$ cat config.mk
export PLATFORM = sky130hd
export DESIGN_NAME = white_blob_steering_unit
export DESIGN_NICKNAME = d
export VERILOG_FILES = /design/src/hw/rtl/wbs_pkg.sv /design/src/hw/rtl/white_blob_steering_unit.sv
export VERILOG_INCLUDE_DIRS = /design/src /design/src/hw/rtl
export SDC_FILE = /design/constraint.sdc
export NUM_CORES = 1
export LEC_CHECK = 0
export ABC_AREA = 1
export ABC_CLOCK_PERIOD_IN_PS = 12200
export BUFFER_PORTS_ARGS = -buffer_cell sky130_fd_sc_hd__buf_2
export CORE_AREA = 4 4 259 261
export DETAILED_ROUTE_END_ITERATION = 7
export DIE_AREA = 0 0 263 265
export RECOVER_POWER = 25
export REMOVE_ABC_BUFFERS = 1
export SLEW_MARGIN = 40
export SYNTH_ARGS = -nofsm -noshare
export SYNTH_HDL_FRONTEND = slang
export SYNTH_SLANG_ARGS = --single-unit
$ cat constraint.sdc
create_clock -name aclk -period 12.2 [get_ports aclk]
set_input_delay 1.22 -clock aclk [delete_from_list [all_inputs] [get_ports aclk]]
set_output_delay 1.22 -clock aclk [all_outputs]
set_load 0.01 [all_outputs]
$ cat src/hw/rtl/assert_macros.svh
// assertion macros used by white_blob_steering_unit.sv
`ifndef ASSERT_MACROS_SVH
`define ASSERT_MACROS_SVH

// same-cycle implication, disabled while reset is asserted
`define ASSERT_IMPLIES(label, clk, rst_n, ante, cons) \
    label: assert property (@(posedge clk) disable iff (!(rst_n)) (ante) |-> (cons)) \
        else $error("assertion failed: implication");

// next-cycle implication, disabled while reset is asserted
`define ASSERT_NEXT(label, clk, rst_n, ante, cons) \
    label: assert property (@(posedge clk) disable iff (!(rst_n)) (ante) |=> (cons)) \
        else $error("assertion failed: next-cycle implication");

`endif

$ cat src/hw/rtl/wbs_pkg.sv
// constants and codes for the white blob steering unit
`timescale 1ns / 1ps

package wbs_pkg;

    // register indexes on the configuration port
    localparam logic [2:0] CFG_FRAME_WIDTH   = 3'd0;
    localparam logic [2:0] CFG_FRAME_HEIGHT  = 3'd1;
    localparam logic [2:0] CFG_WHITE_LEVEL   = 3'd2;
    localparam logic [2:0] CFG_FORWARD_SPEED = 3'd3;
    localparam logic [2:0] CFG_TURN_SPEED    = 3'd4;

    localparam int CFG_ADDR_BITS = 3;
    localparam int CFG_DATA_BITS = 15;
    localparam int SIZE_BITS     = 13;
    localparam int LEVEL_BITS    = 8;
    localparam int SPEED_BITS    = 15;
    localparam int VEL_BITS      = 16;
    localparam int CHAN_BITS     = 8;

    // register reset values
    localparam logic [SIZE_BITS-1:0]  RST_FRAME_WIDTH  = 13'd640;
    localparam logic [SIZE_BITS-1:0]  RST_FRAME_HEIGHT = 13'd480;
    localparam logic [LEVEL_BITS-1:0] RST_WHITE_LEVEL  = 8'd255;
    localparam logic [SPEED_BITS-1:0] RST_FORWARD      = 15'd410;
    localparam logic [SPEED_BITS-1:0] RST_TURN         = 15'd410;

    // steering codes
    localparam logic [1:0] DIR_STOP    = 2'd0;
    localparam logic [1:0] DIR_LEFT    = 2'd1;
    localparam logic [1:0] DIR_FORWARD = 2'd2;
    localparam logic [1:0] DIR_RIGHT   = 2'd3;

    // floor(n / 3) as (n * THIRD_RECIP) >> THIRD_SHIFT, exact for n below 2^16
    localparam logic [15:0] THIRD_RECIP = 16'd43691;
    localparam int          THIRD_SHIFT = 17;

endpackage

$ cat src/hw/rtl/white_blob_steering_unit.sv
// white blob steering unit: bounding box of white pixels and steering choice
`timescale 1ns / 1ps
`include "assert_macros.svh"

// White blob steering unit.
// Input stream s_*: one RGB pixel per beat in raster order, s_tdata holds
// red, green, blue from the lowest byte up. The unit counts column and row
// itself from the frame_width and frame_height registers and tracks the
// bounding box of pixels whose three channels all equal white_level.
// Output stream m_*: one beat per frame, produced after the last pixel of
// the frame: found flag, box centre, direction code and Q3.12 velocities.
// Throughput: one pixel per cycle while s_tready is high, set by the
// combinational compare and min/max update of the box registers.
// Result path: the edge that accepts the last pixel of a frame loads the
// box close stage; the centre and steering stage then loads the output
// register that drives m_tvalid as soon as that register is free.
// When the receiver stalls, the result waits in the output register and the
// closed box waits in the stage before it; pixels keep flowing until both
// are full, then s_tready drops until m_tready takes the waiting beat.
// Configuration: plain write port cfg_we/cfg_addr/cfg_wdata; the user must
// write only while the unit is idle (not enforced); unknown indexes are ignored.
// Reset (aresetn low at a clock edge): registers go to their default values,
// counters and box start a fresh frame, both streams come up empty.
module white_blob_steering_unit #(
    parameter int COORD_BITS = 12
) (
    input  logic                              aclk,
    input  logic                              aresetn,
    // configuration write port
    input  logic                              cfg_we,
    input  logic [wbs_pkg::CFG_ADDR_BITS-1:0] cfg_addr,
    input  logic [wbs_pkg::CFG_DATA_BITS-1:0] cfg_wdata,
    // pixel stream
    input  logic                              s_tvalid,
    output logic                              s_tready,
    // fields from bit 0 up: red[7:0], green[7:0], blue[7:0]
    input  logic [23:0]                       s_tdata,
    // result stream
    output logic                              m_tvalid,
    input  logic                              m_tready,
    // fields from bit 0 up: blob_found, center_row, center_col, direction,
    // linear_vel, turn_rate, then zero fill
    output logic [((2*COORD_BITS+35+7)/8)*8-1:0] m_tdata
);

    localparam int SB       = wbs_pkg::SIZE_BITS;
    localparam int CW       = (COORD_BITS > SB) ? COORD_BITS : SB;
    localparam int OUT_USED = 2*COORD_BITS + 35;
    localparam int OUT_BITS = ((OUT_USED + 7) / 8) * 8;
    localparam logic [16:0] COORD_LIMIT = 17'd1 << COORD_BITS;
    localparam int PROD_BITS = SB + 16;

    // configuration registers
    logic [SB-1:0]                      frame_width_reg;
    logic [SB-1:0]                      frame_height_reg;
    logic [wbs_pkg::LEVEL_BITS-1:0]     white_level_reg;
    logic [wbs_pkg::SPEED_BITS-1:0]     forward_speed_reg;
    logic [wbs_pkg::SPEED_BITS-1:0]     turn_speed_reg;

    always_ff @(posedge aclk) begin
        if (!aresetn) begin
            frame_width_reg   <= wbs_pkg::RST_FRAME_WIDTH;
            frame_height_reg  <= wbs_pkg::RST_FRAME_HEIGHT;
            white_level_reg   <= wbs_pkg::RST_WHITE_LEVEL;
            forward_speed_reg <= wbs_pkg::RST_FORWARD;
            turn_speed_reg    <= wbs_pkg::RST_TURN;
        end else if (cfg_we) begin
            case (cfg_addr)
                wbs_pkg::CFG_FRAME_WIDTH:   frame_width_reg   <= cfg_wdata[SB-1:0];
                wbs_pkg::CFG_FRAME_HEIGHT:  frame_height_reg  <= cfg_wdata[SB-1:0];
                wbs_pkg::CFG_WHITE_LEVEL:
                    white_level_reg <= cfg_wdata[wbs_pkg::LEVEL_BITS-1:0];
                wbs_pkg::CFG_FORWARD_SPEED: forward_speed_reg <= cfg_wdata;
                wbs_pkg::CFG_TURN_SPEED:    turn_speed_reg    <= cfg_wdata;
                default: ;
            endcase
        end
    end

    // effective frame size: zero reads as one, saturated to the coordinate range
    logic [SB-1:0] eff_width;
    logic [SB-1:0] eff_height;
    logic [SB-1:0] last_col;
    logic [SB-1:0] last_row;

    always_comb begin
        if (frame_width_reg == '0) begin
            eff_width = SB'(1);
        end else if (17'(frame_width_reg) > COORD_LIMIT) begin
            eff_width = SB'(COORD_LIMIT);
        end else begin
            eff_width = frame_width_reg;
        end
        if (frame_height_reg == '0) begin
            eff_height = SB'(1);
        end else if (17'(frame_height_reg) > COORD_LIMIT) begin
            eff_height = SB'(COORD_LIMIT);
        end else begin
            eff_height = frame_height_reg;
        end
        last_col = eff_width - SB'(1);
        last_row = eff_height - SB'(1);
    end

    // thirds of the width, registered off the static configuration
    logic [PROD_BITS-1:0] third_prod;
    logic [SB-1:0]        third_reg;
    logic [SB-1:0]        upper_reg;

    assign third_prod = PROD_BITS'(eff_width) * PROD_BITS'(wbs_pkg::THIRD_RECIP);

    always_ff @(posedge aclk) begin
        third_reg <= SB'(third_prod >> wbs_pkg::THIRD_SHIFT);
        upper_reg <= eff_width - SB'(third_prod >> wbs_pkg::THIRD_SHIFT);
    end

    // handshake state
    logic done_valid_reg;
    logic m_tvalid_reg;
    logic out_free;
    logic done_move;
    logic s_accept;

    assign out_free  = !m_tvalid_reg || m_tready;
    assign done_move = done_valid_reg && out_free;
    assign s_tready  = !done_valid_reg || out_free;
    assign s_accept  = s_tvalid && s_tready;

    // pixel classification and raster position
    logic [COORD_BITS-1:0] col_count_reg;
    logic [COORD_BITS-1:0] row_count_reg;
    logic                  any_white_reg;
    logic [COORD_BITS-1:0] row_low_reg;
    logic [COORD_BITS-1:0] row_high_reg;
    logic [COORD_BITS-1:0] col_low_reg;
    logic [COORD_BITS-1:0] col_high_reg;

    logic                  is_white;
    logic                  row_end;
    logic                  frame_end;
    logic                  any_white_next;
    logic [COORD_BITS-1:0] row_low_next;
    logic [COORD_BITS-1:0] row_high_next;
    logic [COORD_BITS-1:0] col_low_next;
    logic [COORD_BITS-1:0] col_high_next;

    assign is_white = (s_tdata[7:0]   == white_level_reg) &&
                      (s_tdata[15:8]  == white_level_reg) &&
                      (s_tdata[23:16] == white_level_reg);

    assign row_end   = CW'(col_count_reg) >= CW'(last_col);
    assign frame_end = row_end && (CW'(row_count_reg) >= CW'(last_row));

    // box bounds including the current pixel, each bound on its own
    always_comb begin
        any_white_next = any_white_reg;
        row_low_next   = row_low_reg;
        row_high_next  = row_high_reg;
        col_low_next   = col_low_reg;
        col_high_next  = col_high_reg;
        if (is_white) begin
            any_white_next = 1'b1;
            if (row_count_reg < row_low_reg)  row_low_next  = row_count_reg;
            if (row_count_reg > row_high_reg) row_high_next = row_count_reg;
            if (col_count_reg < col_low_reg)  col_low_next  = col_count_reg;
            if (col_count_reg > col_high_reg) col_high_next = col_count_reg;
        end
    end

    // counters and box registers, reloaded at frame end
    always_ff @(posedge aclk) begin
        if (!aresetn) begin
            col_count_reg <= '0;
            row_count_reg <= '0;
            any_white_reg <= 1'b0;
            row_low_reg   <= '1;
            row_high_reg  <= '0;
            col_low_reg   <= '1;
            col_high_reg  <= '0;
        end else if (s_accept) begin
            if (frame_end) begin
                col_count_reg <= '0;
                row_count_reg <= '0;
                any_white_reg <= 1'b0;
                row_low_reg   <= '1;
                row_high_reg  <= '0;
                col_low_reg   <= '1;
                col_high_reg  <= '0;
            end else begin
                if (row_end) begin
                    col_count_reg <= '0;
                    row_count_reg <= row_count_reg + COORD_BITS'(1);
                end else begin
                    col_count_reg <= col_count_reg + COORD_BITS'(1);
                end
                any_white_reg <= any_white_next;
                row_low_reg   <= row_low_next;
                row_high_reg  <= row_high_next;
                col_low_reg   <= col_low_next;
                col_high_reg  <= col_high_next;
            end
        end
    end

    // closed box stage
    logic                  done_found_reg;
    logic [COORD_BITS-1:0] done_row_low_reg;
    logic [COORD_BITS-1:0] done_row_high_reg;
    logic [COORD_BITS-1:0] done_col_low_reg;
    logic [COORD_BITS-1:0] done_col_high_reg;

    always_ff @(posedge aclk) begin
        if (!aresetn) begin
            done_valid_reg <= 1'b0;
        end else if (s_accept && frame_end) begin
            done_valid_reg <= 1'b1;
        end else if (done_move) begin
            done_valid_reg <= 1'b0;
        end
    end

    always_ff @(posedge aclk) begin
        if (s_accept && frame_end) begin
            done_found_reg    <= any_white_next;
            done_row_low_reg  <= row_low_next;
            done_row_high_reg <= row_high_next;
            done_col_low_reg  <= col_low_next;
            done_col_high_reg <= col_high_next;
        end
    end

    // centre and steering choice
    logic [COORD_BITS:0]   row_sum;
    logic [COORD_BITS:0]   col_sum;
    logic [COORD_BITS-1:0] center_row_next;
    logic [COORD_BITS-1:0] center_col_next;
    logic [1:0]            direction_next;
    logic [wbs_pkg::VEL_BITS-1:0] linear_next;
    logic [wbs_pkg::VEL_BITS-1:0] angular_next;

    assign row_sum = {1'b0, done_row_low_reg} + {1'b0, done_row_high_reg};
    assign col_sum = {1'b0, done_col_low_reg} + {1'b0, done_col_high_reg};

    always_comb begin
        center_row_next = '0;
        center_col_next = '0;
        direction_next  = wbs_pkg::DIR_STOP;
        linear_next     = '0;
        angular_next    = '0;
        if (done_found_reg) begin
            center_row_next = row_sum[COORD_BITS:1];
            center_col_next = col_sum[COORD_BITS:1];
            if (CW'(col_sum[COORD_BITS:1]) < CW'(third_reg)) begin
                direction_next = wbs_pkg::DIR_LEFT;
                angular_next   = {1'b0, turn_speed_reg};
            end else if (CW'(col_sum[COORD_BITS:1]) < CW'(upper_reg)) begin
                direction_next = wbs_pkg::DIR_FORWARD;
                linear_next    = {1'b0, forward_speed_reg};
            end else begin
                direction_next = wbs_pkg::DIR_RIGHT;
                angular_next   = wbs_pkg::VEL_BITS'(0) - {1'b0, turn_speed_reg};
            end
        end
    end

    // result register
    logic                  out_found_reg;
    logic [COORD_BITS-1:0] out_row_reg;
    logic [COORD_BITS-1:0] out_col_reg;
    logic [1:0]            out_dir_reg;
    logic [wbs_pkg::VEL_BITS-1:0] out_lin_reg;
    logic [wbs_pkg::VEL_BITS-1:0] out_ang_reg;

    always_ff @(posedge aclk) begin
        if (!aresetn) begin
            m_tvalid_reg <= 1'b0;
        end else if (out_free) begin
            m_tvalid_reg <= done_valid_reg;
        end
    end

    always_ff @(posedge aclk) begin
        if (done_move) begin
            out_found_reg <= done_found_reg;
            out_row_reg   <= center_row_next;
            out_col_reg   <= center_col_next;
            out_dir_reg   <= direction_next;
            out_lin_reg   <= linear_next;
            out_ang_reg   <= angular_next;
        end
    end

    assign m_tvalid = m_tvalid_reg;
    assign m_tdata  = OUT_BITS'({out_ang_reg, out_lin_reg, out_dir_reg,
                                 out_col_reg, out_row_reg, out_found_reg});

    // checks
    logic out_is_idle;
    logic out_is_fwd;

    assign out_is_idle = (out_dir_reg == wbs_pkg::DIR_STOP) && (out_lin_reg == '0) &&
                         (out_ang_reg == '0);
    assign out_is_fwd  = m_tvalid_reg && (out_dir_reg == wbs_pkg::DIR_FORWARD);

    `ASSERT_NEXT(a_frame_end_closes_box, aclk, aresetn, s_accept && frame_end, done_valid_reg)
    `ASSERT_NEXT(a_box_reaches_output, aclk, aresetn, done_move, m_tvalid)
    `ASSERT_IMPLIES(a_empty_frame_stops, aclk, aresetn, m_tvalid_reg && !out_found_reg, out_is_idle)
    `ASSERT_IMPLIES(a_forward_no_turn, aclk, aresetn, out_is_fwd, out_ang_reg == '0)

endmodule
# Word-level counts from Yosys, hierarchy flattened
# Index checks and enable logic that the tools add are counted.
[totals]
register_bits = 272
inputBits = 47
out_inout_bits = 66
elab_cells = 110
[op_classes]
add_sub_neg = 8
n_mul = 1
n_lt_le_gt_ge = 10
eq_ne = 7
muxes = 28
n_bitwise = 2
n_reduce_logical = 24
[op_table]
columns = ["cell", "count"]
rows = [
  ["12-bit two-way mux", 16],
  ["13-bit two-way mux", 4],
  ["12-bit < comparator", 3],
  ["15-bit two-way mux", 2],
  ["13-bit by 16-bit multiplier with 29-bit output (second input constant)", 1],
  ["12-bit by 12-bit adder with 13-bit output", 2],
  ["12-bit by 13-bit greater-or-equal comparator with 1-bit output", 2],
  ["13-bit > comparator (second input constant)", 2],
  ["13-bit logical NOT", 2],
  ["13-bit by 1-bit subtractor with 13-bit output (second input constant)", 2],
  ["12-bit by 1-bit adder with 12-bit output (second input constant)", 2],
  ["8-bit equality test", 3],
  ["12-bit > comparator", 2],
  ["1-bit by 15-bit subtractor with 16-bit output (first input constant)", 1],
  ["12-bit by 13-bit < comparator with 1-bit output", 1],
  ["13-bit by 12-bit subtractor with 13-bit output", 1],
  ["2-bit AND reduction", 6],
  ["3-bit by 2-bit equality test with 1-bit output (second input constant)", 2],
  ["1-bit logical AND", 6],
  ["1-bit two-way mux", 6],
  ["3-bit OR reduction", 2],
  ["2-bit nonzero test", 2],
  ["3-bit by 1-bit equality test with 1-bit output (second input constant)", 1],
  ["3-bit equality test (second input constant)", 1],
  ["5 further kinds", 8],
]

# Logic depth before layout (Yosys ltp)
# Gate-level depths: netlist of the first run.
[depth]
ltp_word = 8
mapped_depth = 38
ltp_nobuf = 38

# Worst setup path after synthesis of the first run
# No wires, ideal clock.
[synth_timing]
kind = "register to register"
startpoint = "reg frame_width_reg[4]"
endpoint = "reg upper_reg[10]"
setup_ns = 0.112
arrival_ns = 5.846
required_ns = 12.088
slack_ns = 6.242
path_stages_with_launch = 36
path_buffers = 0
period_less_slack_ns = 5.958
path_cell_list = "dfxtp_1 inv_1 nand4_1 nor2_2 nand2_2 nand2_4 inv_8 nor2_4 ha_1 inv_1 fa_1 inv_1 fa_1 fa_1 inv_1 fa_1 inv_1 ha_1 nand2_1 inv_1 nand2_1 nand2_1 inv_1 nand2_1 a31o_2 xnor2_1 inv_1 fa_1 o21bai_1 nand2_1 nand2_1 nand3_1 nand2_1 nand2_1 nand3_1 nand2_1"
[synth_between]
elab_chain_len = 5
word_cells_on_any_way = 6
classes_between = "add/sub: 1; mul: 1; order compare: 1; mux: 2; reduce/logical: 1"
[synth_lines]
columns = ["element", "line", "rtl"]
rows = [
  ["from (decl)", "white_blob_steering_unit.sv:54", "logic [SB-1:0] frame_width_reg;"],
  ["from (signal assigned)", "white_blob_steering_unit.sv:62", "frame_width_reg <= wbs_pkg::RST_FRAME_WIDTH;"],
  ["from (signal assigned)", "white_blob_steering_unit.sv:69", "wbs_pkg::CFG_FRAME_WIDTH: frame_width_reg <= cfg_wdata[SB-1:0];"],
  ["13-bit > comparator", "white_blob_steering_unit.sv:89", "end else if (17'(frame_width_reg) > COORD_LIMIT) begin"],
  ["13-bit two-way mux", "white_blob_steering_unit.sv:89", ""],
  ["13-bit two-way mux (*)", "white_blob_steering_unit.sv:87", "if (frame_width_reg == '0) begin"],
  ["13-bit by 16-bit multiplier with 29-bit output (*)", "white_blob_steering_unit.sv:110", "assign third_prod = PROD_BITS'(eff_width) * PROD_BITS'(wbs_pkg::THIRD_RECIP);"],
  ["net third_prod[18]", "white_blob_steering_unit.sv:106", "logic [PROD_BITS-1:0] third_prod;"],
  ["13-bit by 12-bit subtractor with 13-bit output (*)", "white_blob_steering_unit.sv:114", "upper_reg <= eff_width - SB'(third_prod >> wbs_pkg::THIRD_SHIFT);"],
  ["to (signal assigned)", "white_blob_steering_unit.sv:114", ""],
  ["to (decl)", "white_blob_steering_unit.sv:108", "logic [SB-1:0] upper_reg;"],
]
# The timed path passes the listed nets; every way through them passes the cells marked *.
# A chain may end at the register's enable or synchronous reset.

# Worst setup path after layout of the first run
[layout_timing]
startpoint = "reg frame_width_reg[3]"
endpoint = "reg upper_reg[10]"
# Same word-level chain as after synthesis.

==> impl_metrics.py, run 1 <==
metrics = {
    "die": {
        "dieWidth_um": 263,
        "io_pins": 113,
        "die_h_um": 265,
        "rows": 93,
        "core-area_um2": 64500,
        "dieArea_um2": 69700,
        "start_util_pct": 29.9,
    },
    "yosys": {
        "async_flop_share_pct": 0,
        "synth-seq-area-share_pct": 33.7,
        "synth_top_area_share_pct": 17.0,
        "synth.most_common_cell": "nand2_1",
        "synth_top_family_by_area": "simple AND/OR/NAND/NOR gates",
        "avgSynthCellArea_um2": 7.67,
        "yosys.area_share.simple_pct": 21.9,
        "syn_area_um2": 19300,
        "netlist_top_cells_area": "dfxtp_1 17%, edfxtp_1 17%, ha_1 14%",
        "yosys_warnings": 0,
        "synthMuxAreaShare_pct": 0,
        "synth_ff_type": "dfxtp_1",
        "synth-edff-count": 107,
        "ys_types": 52,
        "synth_compound_area_share_pct": 11.7,
        "synth-xor-area-share_pct": 3.31,
        "synth_fa_ha_area_share_pct": 19.1,
        "synth_common_cells": "557 x nand2_1, 422 x inv_1, 210 x ha_1",
        "synthCells": 2516,
        "yosys.area.top_type": "dfxtp_1",
        "synth_seq_cells": 271,
    },
    "power": {
        "powerDensity_nw_per_um2": 120,
        "p_int_mw": 1.79,
        "p_leak_nw": 10.5,
        "p_sw_share_pct": 31.4,
        "seqPwrFrac_pct": 38.6,
        "irDropWorstVdd_v": 0.0000785,
        "p_clk_share_pct": 36.8,
        "p_sw_mw": 0.817,
        "power_frac_comb_pct": 24.6,
    },
    "timing": {
        "tns_ps": 0,
        "period_needed_ps": 6820,
        "worstMarginPinSlew_ps": 3610,
        "hold_viol": 0,
        "max_freq_mhz": 147,
        "skew_ps": 9.28,
        "setup_violations": 0,
        "timing.final.max_slew_violations": 225,
        "relSlewSlack_pct": -140,
        "rsz0062_at_grt": "false",
        "post-route-period-util_pct": 55.9,
    },
    "global_routing": {
        "grt_max_degree": 76,
        "grt_pass1_wl_mm": 81.1,
        "grt_overflow": 0,
        "grtUsageTotal_pct": 14.0,
        "grt_pass1_vias": 15000,
        "antenna_found_initial": 1,
    },
    "cts": {
        "cts.sinks": 271,
        "post_cts_buffers": 0,
        "cts_tree": "built",
        "cts_resized": 0,
        "path_clk_slew_ps": 60,
        "cts_buffers": 30,
        "root_buffer": "clkbuf_16",
        "clock_latency_ps": 570,
        "h-tree-depth": 1,
        "holdBufCountCts": 0,
        "cts.path.max_buffers": 3,
    },
    "finish": {
        "antenna_cells": 0,
        "area.growth.synth_to_final_pct": 12.4,
        "utilization_pct": 33.7,
        "final_area_um2": 21700,
        "largest_register_ffs": 16,
        "drive_gt1_share_pct": 8.55,
        "fill_cells": 6857,
        "fin_nets": 2907,
    },
    "critical_path": {
        "start_kind": "flip-flop",
        "max_stage_delay_ps": 630,
        "cp_data_arrival_time_ps": 7290,
        "slowest_stage": "fa_1",
        "timing.critical_path.mode_cell": "nand2_1",
        "path_max_fanout": 8,
        "end_kind": "flip-flop",
        "crit_type": "reg -> reg",
        "cp_data_required_time_ps": 12670,
    },
    "route": {
        "drc": 0,
        "detail-route-antenna-nets": 0,
        "drtIter0Drc": 1023,
        "wirelength_mm": 50.1,
        "dr_total_vias": 15900,
        "via_per_inst": 4.58,
        "drt-pass1-iter-count": 5,
        "detail_route.wl_per_cell_um": 14.4,
    },
    "status": {
        "violations": "capacitance limit, slew limit",
        "run_status": "complete, but fails checks",
    },
    "run": {
        "cap_viol_max_count": 4,
    },
    "hold_path": {
        "hold_path.class": "reg -> reg",
    },
    "place": {
        "portBuffers": 106,
        "gp_congestion": 0.906,
        "hpwl_mm": 37.9,
        "dpl_cell_area_um2": 20600,
    },
}
==> layout make-up <==
class	count	area, um^2	share of cell area [%]
flip-flops and latches	271	6500	29.9
well taps	855	1070	4.93
inverters	433	1640	7.54
repair buffers	113	572	2.64
clock inverters	7	72.6	0.334
multi-input cells	1748	10900	50.0
clock buffers	49	997	4.60
==> power groups by stage <==
stage	logic (mW)	registers (mW)	clock network [mW]
after global routing	0.743	1.01	1.01
after CTS	0.643	1.00	0.980
final	0.641	1.00	0.959
after global placement	0.631	1.02	0
after floorplan	0.471	1.02	0
after detailed placement	0.637	1.02	0
==> critical path, delay by kind of cell, from the launching register on <==
| kind | cells | cell delay (ps) |
|---|---|---|
| xor gates and xnor gates | 1 | 320 |
| and+or+nand+nor | 16 | 1870 |
| DFF | 1 | 300 |
| AOI/OAI and AO/OA | 2 | 370 |
| adders and majority gates | 6 | 2940 |
| buffers and inverters | 9 | 870 |
==> per-layer routing <==
metal	global-route usage, %	wire length [um]	share of wire, %	vias to the layer above
met1	19.5	23600	47	7215
met4	3.27	1130	2.3	0
met2	23.3	22600	45	366
met5	0	0	0	-
li1	-	-	-	8262
met3	1.80	2690	5.4	67
==> cell families (layout without fill, tap and decap cells) <==
kind of cell / count (synthesis) / in the layout
and+or+nand+nor: 973 / 973
buffers and inverters: 503 / 602
AOI/OAI and AO/OA: 432 / 432
DFF: 271 / 271
adders and majority gates: 263 / 263
xor gates and xnor gates: 73 / 73
other: 1 / 7
==> layout by cell type (no fill, tap or decap), types with 4 or more instances in the layout <==
cell type and instances:
nand3_1 76, clkbuf_16 34, buf_2 103, inv_1 422, or2_2 6, conb_1 7, nor3_1 34, a31oi_1 5
inv_2 6, dfxtp_1 164, nor2_4 4, nand2_2 13, nand3_2 8, fa_1 53, o21ai_1 35, clkbuf_8 9
ha_1 210, nand2_1 556, nand3b_1 4, o21ai_0 164, o211ai_1 8, nand2_4 7, nor2_2 10, xnor2_1 34
xor2_1 39, a21oi_1 195, edfxtp_1 107, nand4_1 44, nor2_1 198, clkbuf_1 12
==> metrics by stage <==
step,std cells,setup WS (ps),total power [mW],hold slack (ps)
after floorplan,2452,6240,1.49,429
after global placement,3420,5480,1.66,441
after detailed placement,3420,5400,1.66,448
after CTS,3476,5380,2.63,457
after global routing,3476,4930,2.77,472
final,3476,5380,2.61,458
==> worst paths after layout <==
check,depth (start not counted),startpoint,slack (ps),endpoint
hold / removal,2,forward_speed_reg[5]$_SDFFE_PN0P_,460,forward_speed_reg[5]$_SDFFE_PN0P_
hold reg to reg,2,forward_speed_reg[5]$_SDFFE_PN0P_,460,forward_speed_reg[5]$_SDFFE_PN0P_
setup reg to reg,34,frame_width_reg[3]$_SDFFE_PN0P_,5380,upper_reg[10]$_DFF_P_
setup / recovery,34,frame_width_reg[3]$_SDFFE_PN0P_,5380,upper_reg[10]$_DFF_P_
Power figures use the tool's default switching activity.
==> run 2: changes to the inputs <==
ABC_AREA = 0   (was 1)
ABC_CLOCK_PERIOD_IN_PS = 6800   (was 12200)
CORE_AREA = 4 4 245 247   (was 4 4 259 261)
DIE_AREA = 0 0 249 251   (was 0 0 263 265)
clock period = 6.8 ns   (was 12.2 ns; I/O delays follow)
==> impl_metrics.py, run 2 <==
metrics = {
    "status": {
        "run_status": "complete, but fails checks",
        "violations": "capacitance limit, slew limit, setup timing",
    },
    "yosys": {
        "netlist_top_cells_area": "dfxtp_1 19%, edfxtp_1 19%, ha_1 15%",
        "synthCells": 1843,
        "synth_seq_cells": 271,
        "synth.most_common_cell": "inv_1",
        "synth-edff-count": 107,
        "syn_area_um2": 17200,
        "synth_ff_type": "dfxtp_1",
        "yosys_warnings": 0,
        "synth_top_area_share_pct": 19.1,
        "avgSynthCellArea_um2": 9.31,
        "yosys.area.top_type": "dfxtp_1",
        "async_flop_share_pct": 0,
        "synth-seq-area-share_pct": 37.8,
        "ys_types": 66,
        "synth_common_cells": "247 x inv_1, 237 x nand2_1, 210 x ha_1",
    },
    "timing": {
        "timing.final.max_slew_violations": 71,
        "setup_violations": 3,
        "worstMarginPinSlew_ps": 1860,
        "max_freq_mhz": 143,
        "period_needed_ps": 7010,
        "rsz0062_at_grt": "true",
        "hold_viol": 0,
        "relSlewSlack_pct": -24.3,
        "whs_ps": 408,
        "skew_ps": 13.8,
        "post-route-period-util_pct": 103,
        "final.setup.worst_slack_ps": -211,
    },
    "global_routing": {
        "grt_pass1_wl_mm": 72.0,
        "grtUsageTotal_pct": 13.7,
        "grt_pass1_vias": 14000,
        "antenna_found_initial": 0,
        "grt_max_degree": 46,
        "grt_overflow": 0,
    },
    "die": {
        "dieWidth_um": 249,
        "rows": 88,
        "die_h_um": 251,
        "dieArea_um2": 62500,
        "io_pins": 113,
        "core-area_um2": 57600,
        "start_util_pct": 29.8,
    },
    "run": {
        "cap_viol_max_count": 2,
    },
    "route": {
        "drt-pass1-iter-count": 5,
        "wl_met1_mm": 20.1,
        "wirelength_mm": 44.4,
        "wl_met2_mm": 21.3,
        "via_per_inst": 4.80,
        "top_layer_used": "met4",
        "wl_met3_mm": 1.95,
        "drc": 0,
        "detail_route.wl_per_cell_um": 15.6,
        "detail-route-antenna-nets": 0,
        "dr_total_vias": 13700,
        "drtIter0Drc": 728,
    },
    "critical_path": {
        "max_stage_delay_ps": 620,
        "slowest_stage": "fa_1",
        "end_kind": "flip-flop",
        "cp_data_required_time_ps": 7290,
        "start_kind": "flip-flop",
        "cp_data_arrival_time_ps": 7500,
        "crit_type": "reg -> reg",
        "path_max_fanout": 3,
        "timing.critical_path.mode_cell": "fa_1",
    },
    "cts": {
        "path_clk_slew_ps": 60,
        "root_buffer": "clkbuf_16",
        "cts.sinks": 271,
        "cts_buffers": 28,
        "clock_latency_ps": 550,
        "cts.path.max_buffers": 3,
        "cts_tree": "built",
        "h-tree-depth": 1,
    },
    "finish": {
        "final_area_um2": 20900,
        "antenna_cells": 0,
        "area.growth.synth_to_final_pct": 22.0,
        "finalNonFillerCells": 2849,
        "largest_register_ffs": 16,
        "drive_gt1_share_pct": 15.9,
        "fin_nets": 2372,
        "final_cell_mix": "237 x nand2_1, 236 x inv_1, 199 x ha_1, 161 x dfxtp_1, 131 x buf_4",
        "final_common_cell": "nand2_1",
    },
    "hold_path": {
        "hold_path.class": "in -> reg",
    },
    "place": {
        "dpl_cell_area_um2": 19400,
        "gp_congestion": 0.903,
        "portBuffers": 106,
        "placedCellCount": 2778,
        "place_ws_ps": -666,
        "hpwl_mm": 33.5,
    },
    "power": {
        "finalPower_mw": 4.44,
        "irDropWorstVdd_v": 0.000183,
        "powerDensity_nw_per_um2": 212,
        "p_leak_nw": 9.47,
    },
}
## run 2: changes by cell type in the layout (fill, tap and decap cells not counted), sizes merged, moves of 25 or more
cell and delta:
nor2 -147, a21o +42, a21oi -104, and2 +38
nand3 -50, inv -184, buf +106, o21ai -105
nand2 -339, a22oi +25
## run 2: layout make-up
| class | count | area (um^2) |
|---|---|---|
| Multi-Input combinational cell | 1270 | 9870 |
| Clock inverter | 21 | 384 |
| Tap cell | 765 | 957 |
| Inverter | 247 | 927 |
| Sequential cell | 271 | 6500 |
| Timing Repair Buffer | 244 | 1540 |
| Fill cell | 5733 | 36600 |
| Clock buffer | 31 | 764 |
## run 2: through the flow
step	utilization, %	setup TNS [ps]
floorplan	-	-1260
global placement	33.6	-1830
detailed placement	33.6	-2200
CTS	36.1	-238
global route	36.4	-1140
finish	36.4	-396
## run 2: kinds of logic (layout without fill, tap and decap cells)
kind of cell / count (synthesis) / after routing / share of synthesized area, %
buf+inv: 308 / 543 / 6.89
mux: 2 / 2 / 0.117
compound gates: 385 / 385 / 14.8
fa+ha+maj: 266 / 266 / 21.7
other cells: 1 / 7 / 0.0218
flops: 271 / 271 / 37.8
xor+xnor: 75 / 75 / 3.83
simple gates: 535 / 535 / 14.9
## run 2: final timing paths
kind	slack (ps)	start	cells after the start	end
worst min register to register	450	forward_speed_reg[5]$_SDFFE_PN0P_	2	forward_speed_reg[5]$_SDFFE_PN0P_
worst min-delay path	410	cfg_wdata[13]	3	forward_speed_reg[13]$_SDFFE_PN0P_
worst max-delay path	-210	frame_width_reg[1]$_SDFFE_PN0P_	29	upper_reg[12]$_DFF_P_
worst max register to register	-210	frame_width_reg[1]$_SDFFE_PN0P_	29	upper_reg[12]$_DFF_P_
## run 2: routing by layer
metal  vias up  global-route usage (%)
li1       6807                       -
met1      6505                    17.6
met4         0                    3.48
met5         -                       0
met2       288                    24.7
met3        66                    1.74
## run 2: critical path, delay by kind of cell (launching register included)
family | cells | cell delay [ps]
AO/OA/AOI/OAI | 9 | 1320
XOR/XNOR | 1 | 160
AND/OR/NAND/NOR | 6 | 1710
adder cells (fa/ha/maj) | 8 | 2830
buffers and inverters | 5 | 570
flip-flops | 1 | 330
## run 2: repair_timing
item	in CTS	in global routing
gates resized for setup	43	23
setup buffers	10	10
endpoints found under the hold margin	0	0
gates cloned	0	0
hold buffers	0	0
pin swaps	38	34
endpoints found under the setup margin	6	4
## run 2: power breakdown
part	switching [mW]	internal (mW)
registers	0.0249	1.74
clock network	0.680	1.20
logic	0.422	0.378
total	1.13	3.31
==> run 3: changes to the inputs <==
TNS_END_PERCENT = 10   (was unset)
==> impl_metrics.py, run 3 (same netlist as run 2, synthesis figures left out) <==
metrics = {
    "power": {
        "irDropWorstVdd_v": 0.000183,
        "p_sw_mw": 1.12,
        "p_sw_share_pct": 25.3,
        "p_leak_nw": 9.46,
        "power_frac_comb_pct": 17.8,
        "seqPwrFrac_pct": 39.9,
        "finalPower_mw": 4.43,
        "p_int_mw": 3.31,
        "p_clk_share_pct": 42.3,
        "powerDensity_nw_per_um2": 212,
    },
    "timing": {
        "worstMarginPinSlew_ps": 1860,
        "setup_violations": 2,
        "post-route-period-util_pct": 103,
        "rsz0062_at_grt": "true",
        "timing.final.max_slew_violations": 71,
        "relSlewSlack_pct": -23.9,
        "period_needed_ps": 7010,
        "skew_ps": 14.4,
        "final.setup.worst_slack_ps": -211,
        "tns_ps": -302,
        "hold_viol": 0,
        "max_freq_mhz": 143,
    },
    "critical_path": {
        "slowest_stage": "fa_1",
        "path_max_fanout": 3,
        "cp_data_required_time_ps": 7290,
        "cp_data_arrival_time_ps": 7500,
        "start_kind": "flip-flop",
        "end_kind": "flip-flop",
        "timing.critical_path.mode_cell": "fa_1",
        "cp_num_buf_inv": 5,
        "crit_type": "reg -> reg",
        "max_stage_delay_ps": 620,
        "cpLargestDelayFamily": "adder cells",
    },
    "route": {
        "drtIter0Drc": 789,
        "via_per_inst": 4.82,
        "dr_total_vias": 13700,
        "drc": 0,
        "detail_route.wl_per_cell_um": 15.5,
        "detail-route-antenna-nets": 0,
        "drt-pass1-iter-count": 5,
        "wirelength_mm": 44.2,
    },
    "global_routing": {
        "grtUsageTotal_pct": 13.7,
        "grt_max_degree": 46,
        "antenna_found_initial": 0,
        "grt_pass1_wl_mm": 72.0,
        "grt_pass1_vias": 14000,
        "grt_overflow": 0,
    },
    "die": {
        "dieArea_um2": 62500,
        "start_util_pct": 29.8,
        "io_pins": 113,
        "dieWidth_um": 249,
        "die_h_um": 251,
        "rows": 88,
        "core-area_um2": 57600,
    },
    "cts": {
        "h-tree-depth": 1,
        "root_buffer": "clkbuf_16",
        "cts_tree": "built",
        "cts.sinks": 271,
        "cts.path.max_buffers": 3,
        "cts_buffers": 28,
        "holdBufCountCts": 0,
        "path_clk_slew_ps": 60,
        "clock_latency_ps": 550,
    },
    "finish": {
        "utilization_pct": 36.3,
        "drive_gt1_share_pct": 15.8,
        "fill_cells": 5734,
        "largest_register_ffs": 16,
        "area.growth.synth_to_final_pct": 21.8,
        "antenna_cells": 0,
        "final_cell_mix": "237 x nand2_1, 236 x inv_1, 199 x ha_1, 161 x dfxtp_1, 131 x buf_4",
        "final_common_cell": "nand2_1",
        "fin_nets": 2370,
    },
    "status": {
        "violations": "capacitance limit, slew limit, setup timing",
        "run_status": "complete, but fails checks",
    },
    "place": {
        "portBuffers": 106,
        "gp_congestion": 0.903,
        "hpwl_mm": 33.5,
    },
    "hold_path": {
        "hold_path.class": "in -> reg",
    },
    "run": {
        "cap_viol_max_count": 2,
    },
}
## run 3: cell count changes in the layout (fill, tap and decap cells not counted), sizes merged
cell	previous run	this run
buf	213	211
## run 3: worst paths after layout
kind                                     startpoint                                  to  slack, ps  cells after the start
setup reg to reg    frame_width_reg[1]$_SDFFE_PN0P_               upper_reg[12]$_DFF_P_       -210                     29
hold / removal                        cfg_wdata[13]  forward_speed_reg[13]$_SDFFE_PN0P_        410                      3
hold reg to reg   forward_speed_reg[5]$_SDFFE_PN0P_   forward_speed_reg[5]$_SDFFE_PN0P_        450                      2
setup / recovery    frame_width_reg[1]$_SDFFE_PN0P_               upper_reg[12]$_DFF_P_       -210                     29
## run 3: metrics by stage
stage          cells  setup slack [ps]  hold slack, ps  instance area, um^2
4_1_cts         2840              -199             384                20800
3_3_place_gp    2778              -628             438                19300
2_1_floorplan   1788              -612             430                16900
6_report        2847              -211             409                20900
3_5_place_dp    2778              -666             444                19400
5_1_grt         2847              -468             397                20900
## run 3: area by class of cell
cell class                      instances  area (um^2)  share of cell area (%)
Inverter                              247          927                    4.43
Clock inverter                         21          384                    1.84
Tap cell                              765          957                    4.58
Multi-Input combinational cell       1270         9860                    47.2
Timing Repair Buffer                  242         1510                    7.24
Sequential cell                       271         6500                    31.1
Clock buffer                           31          764                    3.66
## run 3: tightest hold or removal path, cell delays in order
cell and delay, ps:
buf_2 110, nand2_1 60, a21oi_1 50
## run 3: power groups by stage
stage | Combinational (mW) | Sequential [mW] | Clock [mW]
after floorplan | 0.415 | 1.79 | 0
after global placement | 0.667 | 1.80 | 0
after detailed placement | 0.685 | 1.80 | 0
after CTS | 0.755 | 1.77 | 1.92
after global routing | 0.878 | 1.77 | 1.98
final | 0.789 | 1.77 | 1.87
## run 3: per-layer routing
metal	vias up	GRT usage, %	share of wire, %
li1	6800	-	-
met1	6520	17.6	45
met2	328	24.7	48
met3	64	1.74	5.0
met4	0	3.48	2.1
met5	-	0	0
## run 3: timing repair
action / 4_1_cts / 5_1_grt
gates cloned: 0 / 0
setup endpoints to repair: 6 / 4
resized for setup: 43 / 18
buffers inserted: 10 / 7
pin swaps: 38 / 31
